==> src/rtl/core/tsts_pkg.sv <==
// tsts_pkg: shared types and constants for the task slot tick scheduler
package tsts_pkg;

  // default configuration
  localparam int DEF_SLOTS      = 8;
  localparam int DEF_TICK_WIDTH = 16;

  // action codes
  localparam logic [2:0] ACT_TICK  = 3'd0;
  localparam logic [2:0] ACT_WRITE = 3'd1;
  localparam logic [2:0] ACT_CLEAR = 3'd2;
  localparam logic [2:0] ACT_READ  = 3'd3;
  localparam logic [2:0] ACT_TAKE  = 3'd4;

  // saturation limit of the pending run count
  localparam logic [7:0] RUN_MAX = 8'hFF;

  // request payload
  typedef struct packed {
    logic [2:0]  action;
    logic [2:0]  slot;
    logic [15:0] delay;
    logic [15:0] period;
  } req_t;

  // result payload
  typedef struct packed {
    logic [7:0]  due_mask;
    logic [7:0]  run_count;
    logic        slot_present;
    logic [15:0] slot_delay;
  } res_t;

  // control handed to the update unit for the slot at the head of the ring
  typedef struct packed {
    logic [2:0] action;
    logic       hit;
  } upd_ctrl_t;

endpackage

==> src/rtl/core/tsts_cell.sv <==
// tsts_cell: one task slot of the ring, passes its contents on every shift
module tsts_cell #(
  parameter int TICK_WIDTH = tsts_pkg::DEF_TICK_WIDTH
) (
  input  logic                  clk,
  input  logic                  rst_n,
  input  logic                  shift_en,
  input  logic                  present_in,
  input  logic [TICK_WIDTH-1:0] delay_in,
  input  logic [TICK_WIDTH-1:0] period_in,
  input  logic [7:0]            runs_in,
  output logic                  present_out,
  output logic [TICK_WIDTH-1:0] delay_out,
  output logic [TICK_WIDTH-1:0] period_out,
  output logic [7:0]            runs_out
);

  logic                  present_r;
  logic [TICK_WIDTH-1:0] delay_r;
  logic [TICK_WIDTH-1:0] period_r;
  logic [7:0]            runs_r;

  // present flag, cleared by reset
  always_ff @(posedge clk) begin
    if (!rst_n) begin
      present_r <= 1'b0;
    end else if (shift_en) begin
      present_r <= present_in;
    end
  end

  // counters and period, meaningful only once written
  always_ff @(posedge clk) begin
    if (shift_en) begin
      delay_r  <= delay_in;
      period_r <= period_in;
      runs_r   <= runs_in;
    end
  end

  assign present_out = present_r;
  assign delay_out   = delay_r;
  assign period_out  = period_r;
  assign runs_out    = runs_r;

endmodule

==> src/rtl/core/tsts_upd.sv <==
// tsts_upd: applies the current request to the slot leaving the head of the ring
module tsts_upd #(
  parameter int TICK_WIDTH = tsts_pkg::DEF_TICK_WIDTH
) (
  input  tsts_pkg::upd_ctrl_t   ctrl,
  input  logic [15:0]           req_delay,
  input  logic [15:0]           req_period,
  input  logic                  present_in,
  input  logic [TICK_WIDTH-1:0] delay_in,
  input  logic [TICK_WIDTH-1:0] period_in,
  input  logic [7:0]            runs_in,
  output logic                  present_out,
  output logic [TICK_WIDTH-1:0] delay_out,
  output logic [TICK_WIDTH-1:0] period_out,
  output logic [7:0]            runs_out,
  output logic                  became_due
);

  logic [31:0] dly_ext;
  logic [31:0] per_ext;

  // request values fitted to the counter width
  assign dly_ext = {16'b0, req_delay};
  assign per_ext = {16'b0, req_period};

  always_comb begin
    present_out = present_in;
    delay_out   = delay_in;
    period_out  = period_in;
    runs_out    = runs_in;
    became_due  = 1'b0;
    case (ctrl.action)
      // tick: present due slots count a run (saturating) and reload if periodic, the rest count down
      tsts_pkg::ACT_TICK: begin
        if (present_in) begin
          if (delay_in == '0) begin
            became_due = 1'b1;
            if (runs_in != tsts_pkg::RUN_MAX) begin
              runs_out = runs_in + 8'd1;
            end
            if (period_in != '0) begin
              delay_out = period_in;
            end
          end else begin
            delay_out = delay_in - TICK_WIDTH'(1);
          end
        end
      end
      // write: load a fresh task
      tsts_pkg::ACT_WRITE: begin
        if (ctrl.hit) begin
          present_out = 1'b1;
          delay_out   = dly_ext[TICK_WIDTH-1:0];
          period_out  = per_ext[TICK_WIDTH-1:0];
          runs_out    = 8'd0;
        end
      end
      // clear: drop the task
      tsts_pkg::ACT_CLEAR: begin
        if (ctrl.hit) begin
          present_out = 1'b0;
          delay_out   = '0;
          period_out  = '0;
          runs_out    = 8'd0;
        end
      end
      // take: one pending run dispatched
      tsts_pkg::ACT_TAKE: begin
        if (ctrl.hit && present_in && (runs_in != 8'd0)) begin
          runs_out = runs_in - 8'd1;
        end
      end
      default: begin
      end
    endcase
  end

endmodule

==> src/rtl/core/task_slot_tick_scheduler_unit.sv <==
// task_slot_tick_scheduler_unit: top level of the task slot tick scheduler
//
// Request channel: a request (in_req) is taken at a rising edge with start
// high and busy low. Actions are tick, write slot, clear slot, read slot and
// take one pending run.
// Result channel: out_valid is high for exactly one cycle with out_res; the
// receiver cannot stall, so each result must be taken when shown.
// The slots sit in a ring of cells that rotates by one slot per cycle while
// busy is high; the slot leaving the head passes through the update unit and
// re-enters at the tail. Every request walks the whole ring once with busy
// high, and the result strobe rises in the same cycle busy falls. No new
// request is taken until the walk is done, as the single update unit at the
// head of the ring serves one request at a time. A new request
// may be taken in the same cycle the previous result is shown.
// Reset clears all present flags and the control state; delay, period and
// run count of a slot hold nothing useful until that slot is written.
module task_slot_tick_scheduler_unit #(
  parameter int SLOTS      = tsts_pkg::DEF_SLOTS,
  parameter int TICK_WIDTH = tsts_pkg::DEF_TICK_WIDTH
) (
  input  logic           clk,
  input  logic           rst_n,
  input  logic           start,
  output logic           busy,
  input  tsts_pkg::req_t in_req,
  output logic           out_valid,
  output tsts_pkg::res_t out_res
);

  localparam int CW = (SLOTS > 1) ? $clog2(SLOTS) : 1;

  // ring signals, one entry per cell
  logic                  cell_pres [SLOTS];
  logic [TICK_WIDTH-1:0] cell_dly  [SLOTS];
  logic [TICK_WIDTH-1:0] cell_per  [SLOTS];
  logic [7:0]            cell_runs [SLOTS];
  logic                  nxt_pres  [SLOTS];
  logic [TICK_WIDTH-1:0] nxt_dly   [SLOTS];
  logic [TICK_WIDTH-1:0] nxt_per   [SLOTS];
  logic [7:0]            nxt_runs  [SLOTS];

  logic                  busy_r;
  logic [CW-1:0]         cnt_r;
  tsts_pkg::req_t        req_r;
  logic [7:0]            due_r;
  logic [7:0]            due_nxt;
  logic [7:0]            cap_runs_r;
  logic [7:0]            cap_runs_nxt;
  logic                  cap_pres_r;
  logic                  cap_pres_nxt;
  logic [15:0]           cap_dly_r;
  logic [15:0]           cap_dly_nxt;
  logic                  out_valid_r;
  tsts_pkg::res_t        out_res_r;
  tsts_pkg::res_t        out_res_nxt;

  tsts_pkg::upd_ctrl_t   ctrl;
  logic                  slot_ok;
  logic                  upd_pres;
  logic [TICK_WIDTH-1:0] upd_dly;
  logic [TICK_WIDTH-1:0] upd_per;
  logic [7:0]            upd_runs;
  logic                  upd_due;
  logic [31:0]           upd_dly_ext;
  logic                  last_step;

  // addressed slot within the table, and is it at the head now
  assign slot_ok     = ({29'b0, req_r.slot} < 32'(SLOTS));
  assign ctrl.action = req_r.action;
  assign ctrl.hit    = slot_ok && (32'(cnt_r) == {29'b0, req_r.slot});
  assign last_step   = (cnt_r == CW'(SLOTS - 1));

  // update unit between head and tail of the ring
  tsts_upd #(
    .TICK_WIDTH(TICK_WIDTH)
  ) u_upd (
    .ctrl       (ctrl),
    .req_delay  (req_r.delay),
    .req_period (req_r.period),
    .present_in (cell_pres[0]),
    .delay_in   (cell_dly[0]),
    .period_in  (cell_per[0]),
    .runs_in    (cell_runs[0]),
    .present_out(upd_pres),
    .delay_out  (upd_dly),
    .period_out (upd_per),
    .runs_out   (upd_runs),
    .became_due (upd_due)
  );

  // ring of slot cells, each takes its upper neighbour on a shift, the tail takes the update output
  for (genvar i = 0; i < SLOTS; i++) begin : g_cell
    if (i == SLOTS - 1) begin : g_tail
      assign nxt_pres[i] = upd_pres;
      assign nxt_dly[i]  = upd_dly;
      assign nxt_per[i]  = upd_per;
      assign nxt_runs[i] = upd_runs;
    end else begin : g_mid
      assign nxt_pres[i] = cell_pres[i+1];
      assign nxt_dly[i]  = cell_dly[i+1];
      assign nxt_per[i]  = cell_per[i+1];
      assign nxt_runs[i] = cell_runs[i+1];
    end
    tsts_cell #(
      .TICK_WIDTH(TICK_WIDTH)
    ) u_cell (
      .clk        (clk),
      .rst_n      (rst_n),
      .shift_en   (busy_r),
      .present_in (nxt_pres[i]),
      .delay_in   (nxt_dly[i]),
      .period_in  (nxt_per[i]),
      .runs_in    (nxt_runs[i]),
      .present_out(cell_pres[i]),
      .delay_out  (cell_dly[i]),
      .period_out (cell_per[i]),
      .runs_out   (cell_runs[i])
    );
  end

  // due mask and addressed slot capture for the current step
  assign upd_dly_ext = 32'(upd_dly);
  always_comb begin
    due_nxt      = due_r;
    cap_runs_nxt = cap_runs_r;
    cap_pres_nxt = cap_pres_r;
    cap_dly_nxt  = cap_dly_r;
    for (int b = 0; b < 8; b++) begin
      if ((32'(cnt_r) == b) && upd_due) begin
        due_nxt[b] = 1'b1;
      end
    end
    if (ctrl.hit) begin
      cap_runs_nxt = upd_runs;
      cap_pres_nxt = upd_pres;
      cap_dly_nxt  = upd_dly_ext[15:0];
    end
  end

  // result assembled at the end of the walk
  always_comb begin
    out_res_nxt.due_mask     = (req_r.action == tsts_pkg::ACT_TICK) ? due_nxt : 8'd0;
    out_res_nxt.run_count    = slot_ok ? cap_runs_nxt : 8'd0;
    out_res_nxt.slot_present = slot_ok ? cap_pres_nxt : 1'b0;
    out_res_nxt.slot_delay   = slot_ok ? cap_dly_nxt : 16'd0;
  end

  // control: request capture, step counter and result strobe
  always_ff @(posedge clk) begin
    if (!rst_n) begin
      busy_r      <= 1'b0;
      cnt_r       <= '0;
      out_valid_r <= 1'b0;
    end else begin
      out_valid_r <= 1'b0;
      if (!busy_r) begin
        if (start) begin
          busy_r <= 1'b1;
          cnt_r  <= '0;
        end
      end else begin
        if (last_step) begin
          busy_r      <= 1'b0;
          out_valid_r <= 1'b1;
        end else begin
          cnt_r <= cnt_r + CW'(1);
        end
      end
    end
  end

  // payload registers
  always_ff @(posedge clk) begin
    if (!busy_r) begin
      if (start) begin
        req_r      <= in_req;
        due_r      <= 8'd0;
        cap_runs_r <= 8'd0;
        cap_pres_r <= 1'b0;
        cap_dly_r  <= 16'd0;
      end
    end else begin
      due_r      <= due_nxt;
      cap_runs_r <= cap_runs_nxt;
      cap_pres_r <= cap_pres_nxt;
      cap_dly_r  <= cap_dly_nxt;
      if (last_step) begin
        out_res_r <= out_res_nxt;
      end
    end
  end

  assign busy      = busy_r;
  assign out_valid = out_valid_r;
  assign out_res   = out_res_r;

endmodule
==> config.mk <==
export PLATFORM = sky130hd
export DESIGN_NAME = task_slot_tick_scheduler_unit
export DESIGN_NICKNAME = d
export VERILOG_FILES = /design/src/rtl/core/tsts_pkg.sv /design/src/rtl/core/tsts_cell.sv /design/src/rtl/core/tsts_upd.sv /design/src/rtl/core/task_slot_tick_scheduler_unit.sv
export SDC_FILE = /design/constraint.sdc
export NUM_CORES = 1
export LEC_CHECK = 0
export BUFFER_PORTS_ARGS = -buffer_cell sky130_fd_sc_hd__buf_2
export CAP_MARGIN = 20
export CORE_MARGIN = 5
export CORE_UTILIZATION = 49
export DETAILED_ROUTE_END_ITERATION = 6
export HOLD_SLACK_MARGIN = 0.1
export PLACE_DENSITY = 0.66
export SETUP_SLACK_MARGIN = 0.05
export SLEW_MARGIN = 5
export SYNTH_ARGS = -nofsm -noshare
export SYNTH_HDL_FRONTEND = slang
export SYNTH_SLANG_ARGS = --single-unit
==> constraint.sdc <==
create_clock -name clk -period 19.8 [get_ports clk]
set_input_delay 1.98 -clock clk [delete_from_list [all_inputs] [get_ports clk]]
set_output_delay 1.98 -clock clk [all_outputs]
set_load 0.005 [all_outputs]
==> results of run 1 <==
## layout make-up
| cell class | instances | area, sq um | area share [%] |
|---|---|---|---|
| Tap cell | 442 | 553 | 3.02 |
| Sequential cell | 437 | 13000 | 71.0 |
| Timing Repair Buffer | 85 | 475 | 2.60 |
| Multi-Input combinational cell | 417 | 2790 | 15.2 |
| Clock inverter | 23 | 216 | 1.18 |
| Clock buffer | 56 | 1190 | 6.49 |
| Inverter | 25 | 93.8 | 0.512 |
## stage by stage
stage / worst slack (ps) / instances / total power, mW / hold slack, ps
final: 16090 / 1485 / 1.98 / 396
after floorplan: 10480 / 921 / 1.17 / 400
after global routing: 15900 / 1485 / 2.05 / 409
after detailed placement: 16240 / 1405 / 1.20 / 405
after CTS: 16070 / 1484 / 2.00 / 397
after global placement: 16310 / 1405 / 1.19 / 401
## cell usage after synthesis, types with 3 or more instances
library cell  instances
edfxtp_1            424
nor4b_1               4
and3_1                5
nand2_1              27
a211oi_1             14
o211a_1               8
nand3_1              20
a31oi_1               8
inv_1                24
nor2b_1              12
nor3_1               25
or4_1                 5
nor2_1               63
a211o_1               3
mux2i_1              14
dfxtp_1              13
o221ai_1              3
nor4_1               16
or3_1                 3
or2_2                 6
nand4_1               9
o31ai_1               5
ha_1                 11
o21a_1                5
or4b_2                4
and4_1                3
a22o_1               18
mux2_2                6
xor2_1                4
clkbuf_1             33
a21oi_1              30
a32oi_1               4
a31o_2                3
o21ai_0              23
o211ai_1              8
a221oi_1              9
## power by group through the flow
stage / logic (mW) / clock network [mW] / registers (mW)
floorplan: 0.0423 / 0 / 1.13
global placement: 0.0740 / 0 / 1.12
detailed placement: 0.0752 / 0 / 1.12
CTS: 0.0759 / 0.820 / 1.10
global route: 0.0831 / 0.862 / 1.11
finish: 0.0759 / 0.800 / 1.10
## cell families (layout without fill, tap and decap cells)
group / after synthesis / count (layout) / share of synthesized area [%]
multiplexers: 21 / 21 / 1.39
adder cells (fa/ha/maj): 11 / 11 / 0.858
AO/OA/AOI/OAI: 165 / 165 / 7.49
flip-flops: 437 / 437 / 81.0
AND/OR/NAND/NOR: 215 / 215 / 7.20
buffers and inverters: 67 / 189 / 1.82
XOR/XNOR: 5 / 5 / 0.273
## flip-flops by register name, indices dropped and copies added, names as in the netlist
register	cells
ctrl	3
cap_pres_r	1
req_r	35
g_cell.u_cell.period_out	128
cnt_r	3
g_cell.u_cell.delay_out	128
g_cell.u_cell.present_out	8
out_res	33
g_cell.u_cell.runs_out	64
cap_runs_r	8
due_r	8
busy	1
out_valid	1
cap_dly_r	16
## routing by layer
metal / vias to the layer above / GRT usage, %
met1: 4162 / 28.5
met4: 0 / 4.12
li1: 3850 / -
met2: 226 / 24.4
met5: - / 0
met3: 46 / 3.41
## worst max-delay path by stage
stage / to / depth (start not counted)
2_1_floorplan: busy / 0
3_3_place_gp: out_res[21] / 8
5_1_grt: cap_dly_r[4] / 6
6_report: busy / 1
3_5_place_dp: out_res[4] / 6
4_1_cts: busy / 1
==> out/results.txt, run 1 <==
The largest single stage delay on the critical path is 890 ps. The tools report the count of pins over their slew limit as 0. The die boundary width was 191 microns.

The clock-pin slew on the worst setup and hold paths was 60 ps. The tools report the reg-to-reg startpoint as g_cell[0].u_cell.delay_out[6]. Once detail routing completed, the nets flagged for antenna violations numbered 0.

The final hold violation count was 0; the setup violation total in the final timing report was 0. For the final database, setup skew stands at 30.3 ps. For the number of global-route vias before repair, the log shows 8050.

From synthesis to final layout, the design area changed by 14.1%. Net switching is 20.8% of the power. The slowest stage of the critical path is the dfxtp_4 cell.

The tools report the first element of the critical path as busy. The measured slew at the worst slew-check pin was 1070 ps. The final routed wirelength across all metal layers is 31700 microns. Number of rows in the core area: 66. The routed wirelength normalized by instance count came out at 21.4 microns.

Entering global routing, the biggest net connects 201 pins. Using the TritonRoute via totals, the vias-per-cell ratio works out to 5.58. The signal on the critical path passes through buf_2. The global router's overall resource usage came out at 17.5%.

In this run the most critical hold path is launched from g_cell[6].u_cell.delay_out[15]. The total number of nets in the final design was 1063. The worst setup path is launched from a register. The largest total area in the synthesized netlist belongs to edfxtp_1.

The total of warnings raised by yosys came out at 0. Broken down by cell family, the worst path's largest delay share belongs to flip-flops. Counting flops with an async set or reset pin after synthesis yields a share of 0%. For the number of fillers in the final layout, the log shows 2511. Setup repair after global routing left no endpoint under its margin. The count of buffering cells on the critical path with inverters included is 1, and the total via count after detailed routing is 8284.

The tools report the final core utilization as 56.4%. Yosys attributes the largest share of cell area to edfxtp_1 (79%), dfxtp_1 (1.6%), nor2_1 (1.5%). The run gives 13700 microns as the routed length on met2. The summed negative setup slack over all endpoints is 0 ps, and the fraction of the yosys area taken by sequential cells is 81.0%. For this configuration, the core starts out at a cell density of 49.4%. The worst hold path terminates at g_cell[5].u_cell.delay_out[15]. The worst pin sits at a relative slew slack of 28.4%.

After legalization and detailed placement, the total HPWL measured 20100 microns. The library cell used most frequently in the layout, excluding fill and tap cells, is edfxtp_1. For this run, design rule violations remaining after detail routing come to 0. The post-cts repair resize count is 0, and the overflow left after global routing is 0. The clock network accounts for 40.5% of the total power. For the share of total power in sequential cells, the log shows 55.7%. The prevailing post-synth register cell was edfxtp_1. By startpoint and endpoint, the worst setup path is classified as reg2out. Hold buffer count at CTS: 0. After synthesis the cells add up to 16000 sq um. For this design the top-level I/O count stands at 76. STA classifies the critical path endpoint as an output pin.

In this run, the number of DRC markers left after iteration 0 of detailed routing was 672. Counting distinct cell types in the post-synthesis netlist gives 74. The logs give 6.30 nW for the leakage component of the power and 15700 microns for the met1 wire length.

The number of clock buffers inserted by TritonCTS was 45; the maximum buffer depth of the clock tree was 3. For this design the total switching power over the nets is 411 uW. Summing all placed instances gives a cell area of 16900 sq um. After layout, the worst path uses 18.7% of the clock period. Leaving out fill and tap cells, the most frequent cells in the layout are edfxtp_1 (424), buf_2 (75), nor2_1 (63). At the end of routability-driven placement, the weighted congestion stood at 0.912. Internal power comes to 1.57 mW. The maximum VDD drop is 0.0730 mV, and the antenna cell count is 0.

The highest metal layer used by the detailed router is met4. The later pin in the worst-skew pair is clocked with a latency of 550 ps. The detailed-router iteration count before antenna repair is 5, and the die height is 191 microns. The post-CTS setup-driven buffer insertion count is 0, and the share of the synthesized area in the top cell type is 79.3%. The tools report the register-to-register path setup slack as 16230 ps. The tightest min-delay check is of the reg2reg type. The tools report the total clock sinks as 437. The number of storage elements in the synthesis netlist was 437; the global-route wire length before repair was 48500 microns. Counting cells, the worst reg-to-reg path comes to 6. The worst hold path passes through 0 cells.

The proportion of layout cells with a drive suffix above 1 is 17.2%, and the initial antenna violation count is 0. TritonCTS built the clock tree. After detailed routing, the met3 layer carries 1760 microns of wire. The number of buffer cells added on primary ports is 75. Static timing analysis puts the maximum clock frequency at 0.270 GHz. After synthesis, the mean cell area works out to 17.4 sq um. The floorplan step defined a die boundary enclosing 36500 sq um. Power spread over the standard cell area amounts to 108 nW/um^2. The data arrival time of the worst path is 1730 ps. The logs give 973 for the synthesized netlist net count and 2 for the number of levels in the clock H-tree. The clock period minus final worst setup slack was 3710 ps. Count of flip-flops with a built-in enable after synthesis: 424. The tools report the root buffer cell as clkbuf_16.

The data required time at the worst endpoint is 17820 ps, and the combinational share of power is 3.8%. Of all nets on the critical path, the largest fanout is 66. The finished cells cover 18300 sq um. The worst register-to-register path ends at out_res[4]. The run finished with clean final reports. Max-cap violations in this run came to 0. The floorplan step defined a core boundary enclosing 32500 sq um. Instance count of the mapped netlist: 921.
Power figures use the tool's default switching activity.
==> run 2, diff against run 1 <==
Settings changed: PLACE_DENSITY 0.66 to 0.68.
Clock period 19.8 ns to 3.08 ns, I/O delays scaled along.
==> out/results.txt, run 2 (synthesis results as in run 1) <==
The run finished with clean final reports. The number of nets with antenna violations after detailed routing came out at 0 (unchanged). Setup repair after global routing could not meet its margin everywhere. The category of the most critical setup path is reg2reg. The area growth from synthesis to layout is 20.6%. The area after detailed placement is 17400 sq um (+3.1%), and the estimated wirelength of the detail-placed design is 20700 microns (+3.0%). The total number of nets in the final design is 1159 (+9.0%), and the count of max-cap constraint violations is 0 (unchanged). The total power per unit cell area is 673 nW/um^2 (+520%), and the number of standard cells in the layout, taps in and fillers out is 1585 (+6.7%). Subtracting the final worst setup slack from the clock period gives 2990 ps. For this run, the top clock speed supported by timing is 0.335 GHz. The most common library cell in the layout ignoring fill and taps is edfxtp_1. The final core utilization is 59.6% (+3.2 points), and the initial antenna violation count is 1 (+1). Die boundary width: 191 microns (unchanged). The tools report the maximum VDD drop as 0.575 mV (+690%). The number of design rule violations left after detail routing is 0 (unchanged). The clock-pin slew on the worst setup and hold paths was 70 ps (about the same).

The total clock sinks is 437 (unchanged), and the placeable core area is 32500 sq um (unchanged). Leaving out fill and tap cells, the most frequent cells in the layout are edfxtp_1 (424), buf_2 (75), nor2_1 (63). The worst path uses 97.0% of the clock period. The worst setup path is launched from a register. The leakage component of the power was 6.80 nW (+7.9%); the via-per-instance ratio was 5.48 (-1.7%).

The setup slack after layout was 92.4 ps (-16000 ps); the highest net fanout along the worst path was 5 (-92%). The run gives 66 (unchanged) as the number of rows in the core area. The worst hold-check path type is in2reg. TritonCTS built the clock tree. The run gives 0 ps (unchanged) as the summed negative setup slack over all endpoints. The routed wirelength normalized by instance count was 20.8 microns (-2.5%); the number of instances in the placed design was 1459 (+3.8%). The worst hold margin is 140 ps (-256 ps), and the number of fillers in the final layout is 2424 (-3.5%).

Worst clock skew: 19.8 ps (-10.5 ps). The proportion of layout cells with a drive suffix above 1 works out to 22.9% (+5.8 points). The number of clock buffers inserted by TritonCTS was 44 (-2.2%). The logs give 8573 (+6.5%) for the number of global-route vias before repair and 36500 sq um (unchanged) for the die footprint. For the weighted congestion reported at the end of routability-driven placement, the log shows 0.895 (-1.8%). Measured slew at the worst slew-check pin: 676 ps (-398 ps). The count of pins over their slew limit came out at 0 (unchanged). The maximum buffer depth of the clock tree was 3 (unchanged); the data required time at the worst endpoint was 3380 ps (-14440 ps). Effective utilization at floorplan: 49.4% (unchanged). Die height: 191 microns (unchanged). The tools report the root buffer cell as clkbuf_16. The global router's overall resource usage was 18.4% (+0.91 points); the data arrival time of the worst path was 3280 ps (+1550 ps). The setup violation total in the final timing report is 0 (unchanged), and the post-layout total power is 13.0 mW (+560%). The kind of capture point of the worst setup path is a register. The number of levels in the clock H-tree is 2 (unchanged), and the total via count after detailed routing is 8692 (+4.9%). The run gives 6 (+1) as the detailed-router iteration count before antenna repair. The setup slack at placement came out at 87.0 ps (-16150 ps). The number of buffer cells added on primary ports was 75 (unchanged). The logs give 76 (unchanged) for the top-level port count and 19300 sq um (+5.7%) for the area of all placed cells without fillers. The tools report the final routed wirelength across all metal layers as 33000 microns (+4.0%). The relative max-transition margin came out at 54.9% (+27 points). The overflow left after global routing is 0 (unchanged), and the pin count of the biggest net entering global routing is 122 (-39%). The final hold violation count was 0 (unchanged); the global-route wire length before repair was 51100 microns (+5.3%). The run gives 550 ps (about the same) as the latest clock arrival within the worst-skew pair.

The tools report the starting DRC count in detailed routing as 879 (+31%).
## run 2: changes by cell type in the layout (fill, tap and decap cells not counted), moves of 3 or more
cell / before / now
buf_4: 8 / 62
dlygate4sd3_1: 0 / 39
a211oi_1: 14 / 5
a211oi_2: 0 / 9
nor3_1: 24 / 18
nor3_2: 1 / 7
clkinv_1: 11 / 6
buf_12: 2 / 5
bufinv_16: 3 / 6
clkbuf_1: 10 / 13
## run 2: what timing repair did
action	4_1_cts	5_1_grt
endpoints found under the setup margin	0	26
hold buffers	39	0
buffers inserted	0	5
hold endpoints to repair	42	0
gates resized for setup	0	13
## run 2: per-layer routing
layer  part of all wire, %  GRT usage, %  wire length (microns)
met5                     0             0                      0
met4                   2.3          5.06                    759
met3                   6.0          3.65                   1980
met2                    43          26.1                  14200
met1                    49          29.2                  16000
## run 2: final cells by class
type	instances	area, sq um	area share (%)
Antenna cell	1	2.50	0.0129
Clock buffer	57	1150	5.94
Clock inverter	24	305	1.58
Inverter	25	95.1	0.491
Multi-Input combinational cell	417	2900	15.0
Sequential cell	437	13000	67.2
Tap cell	442	553	2.86
Timing Repair Buffer	182	1350	6.96
## run 2: worst paths after layout
check / slack, ps / depth (start not counted) / end / startpoint
worst max-delay path: 90 / 6 / out_res[23] / g_cell[0].u_cell.delay_out[12]
worst min-delay path: 140 / 3 / cnt_r[1] / start
worst max register to register: 90 / 6 / out_res[23] / g_cell[0].u_cell.delay_out[12]
worst min register to register: 410 / 0 / g_cell[1].u_cell.delay_out[10] / g_cell[2].u_cell.delay_out[10]
## run 2: power breakdown
part           switching [mW]  internal [mW]
Sequential              0.133           6.92
Clock                    2.18           3.17
Combinational           0.396          0.231
## run 2: critical path: stages (launching register included)
cell      delay [ps]
edfxtp_1         470
or4b_2           750
or4_4            590
o31ai_2          250
a21oi_1          110
a211o_2          300
mux2_4           260
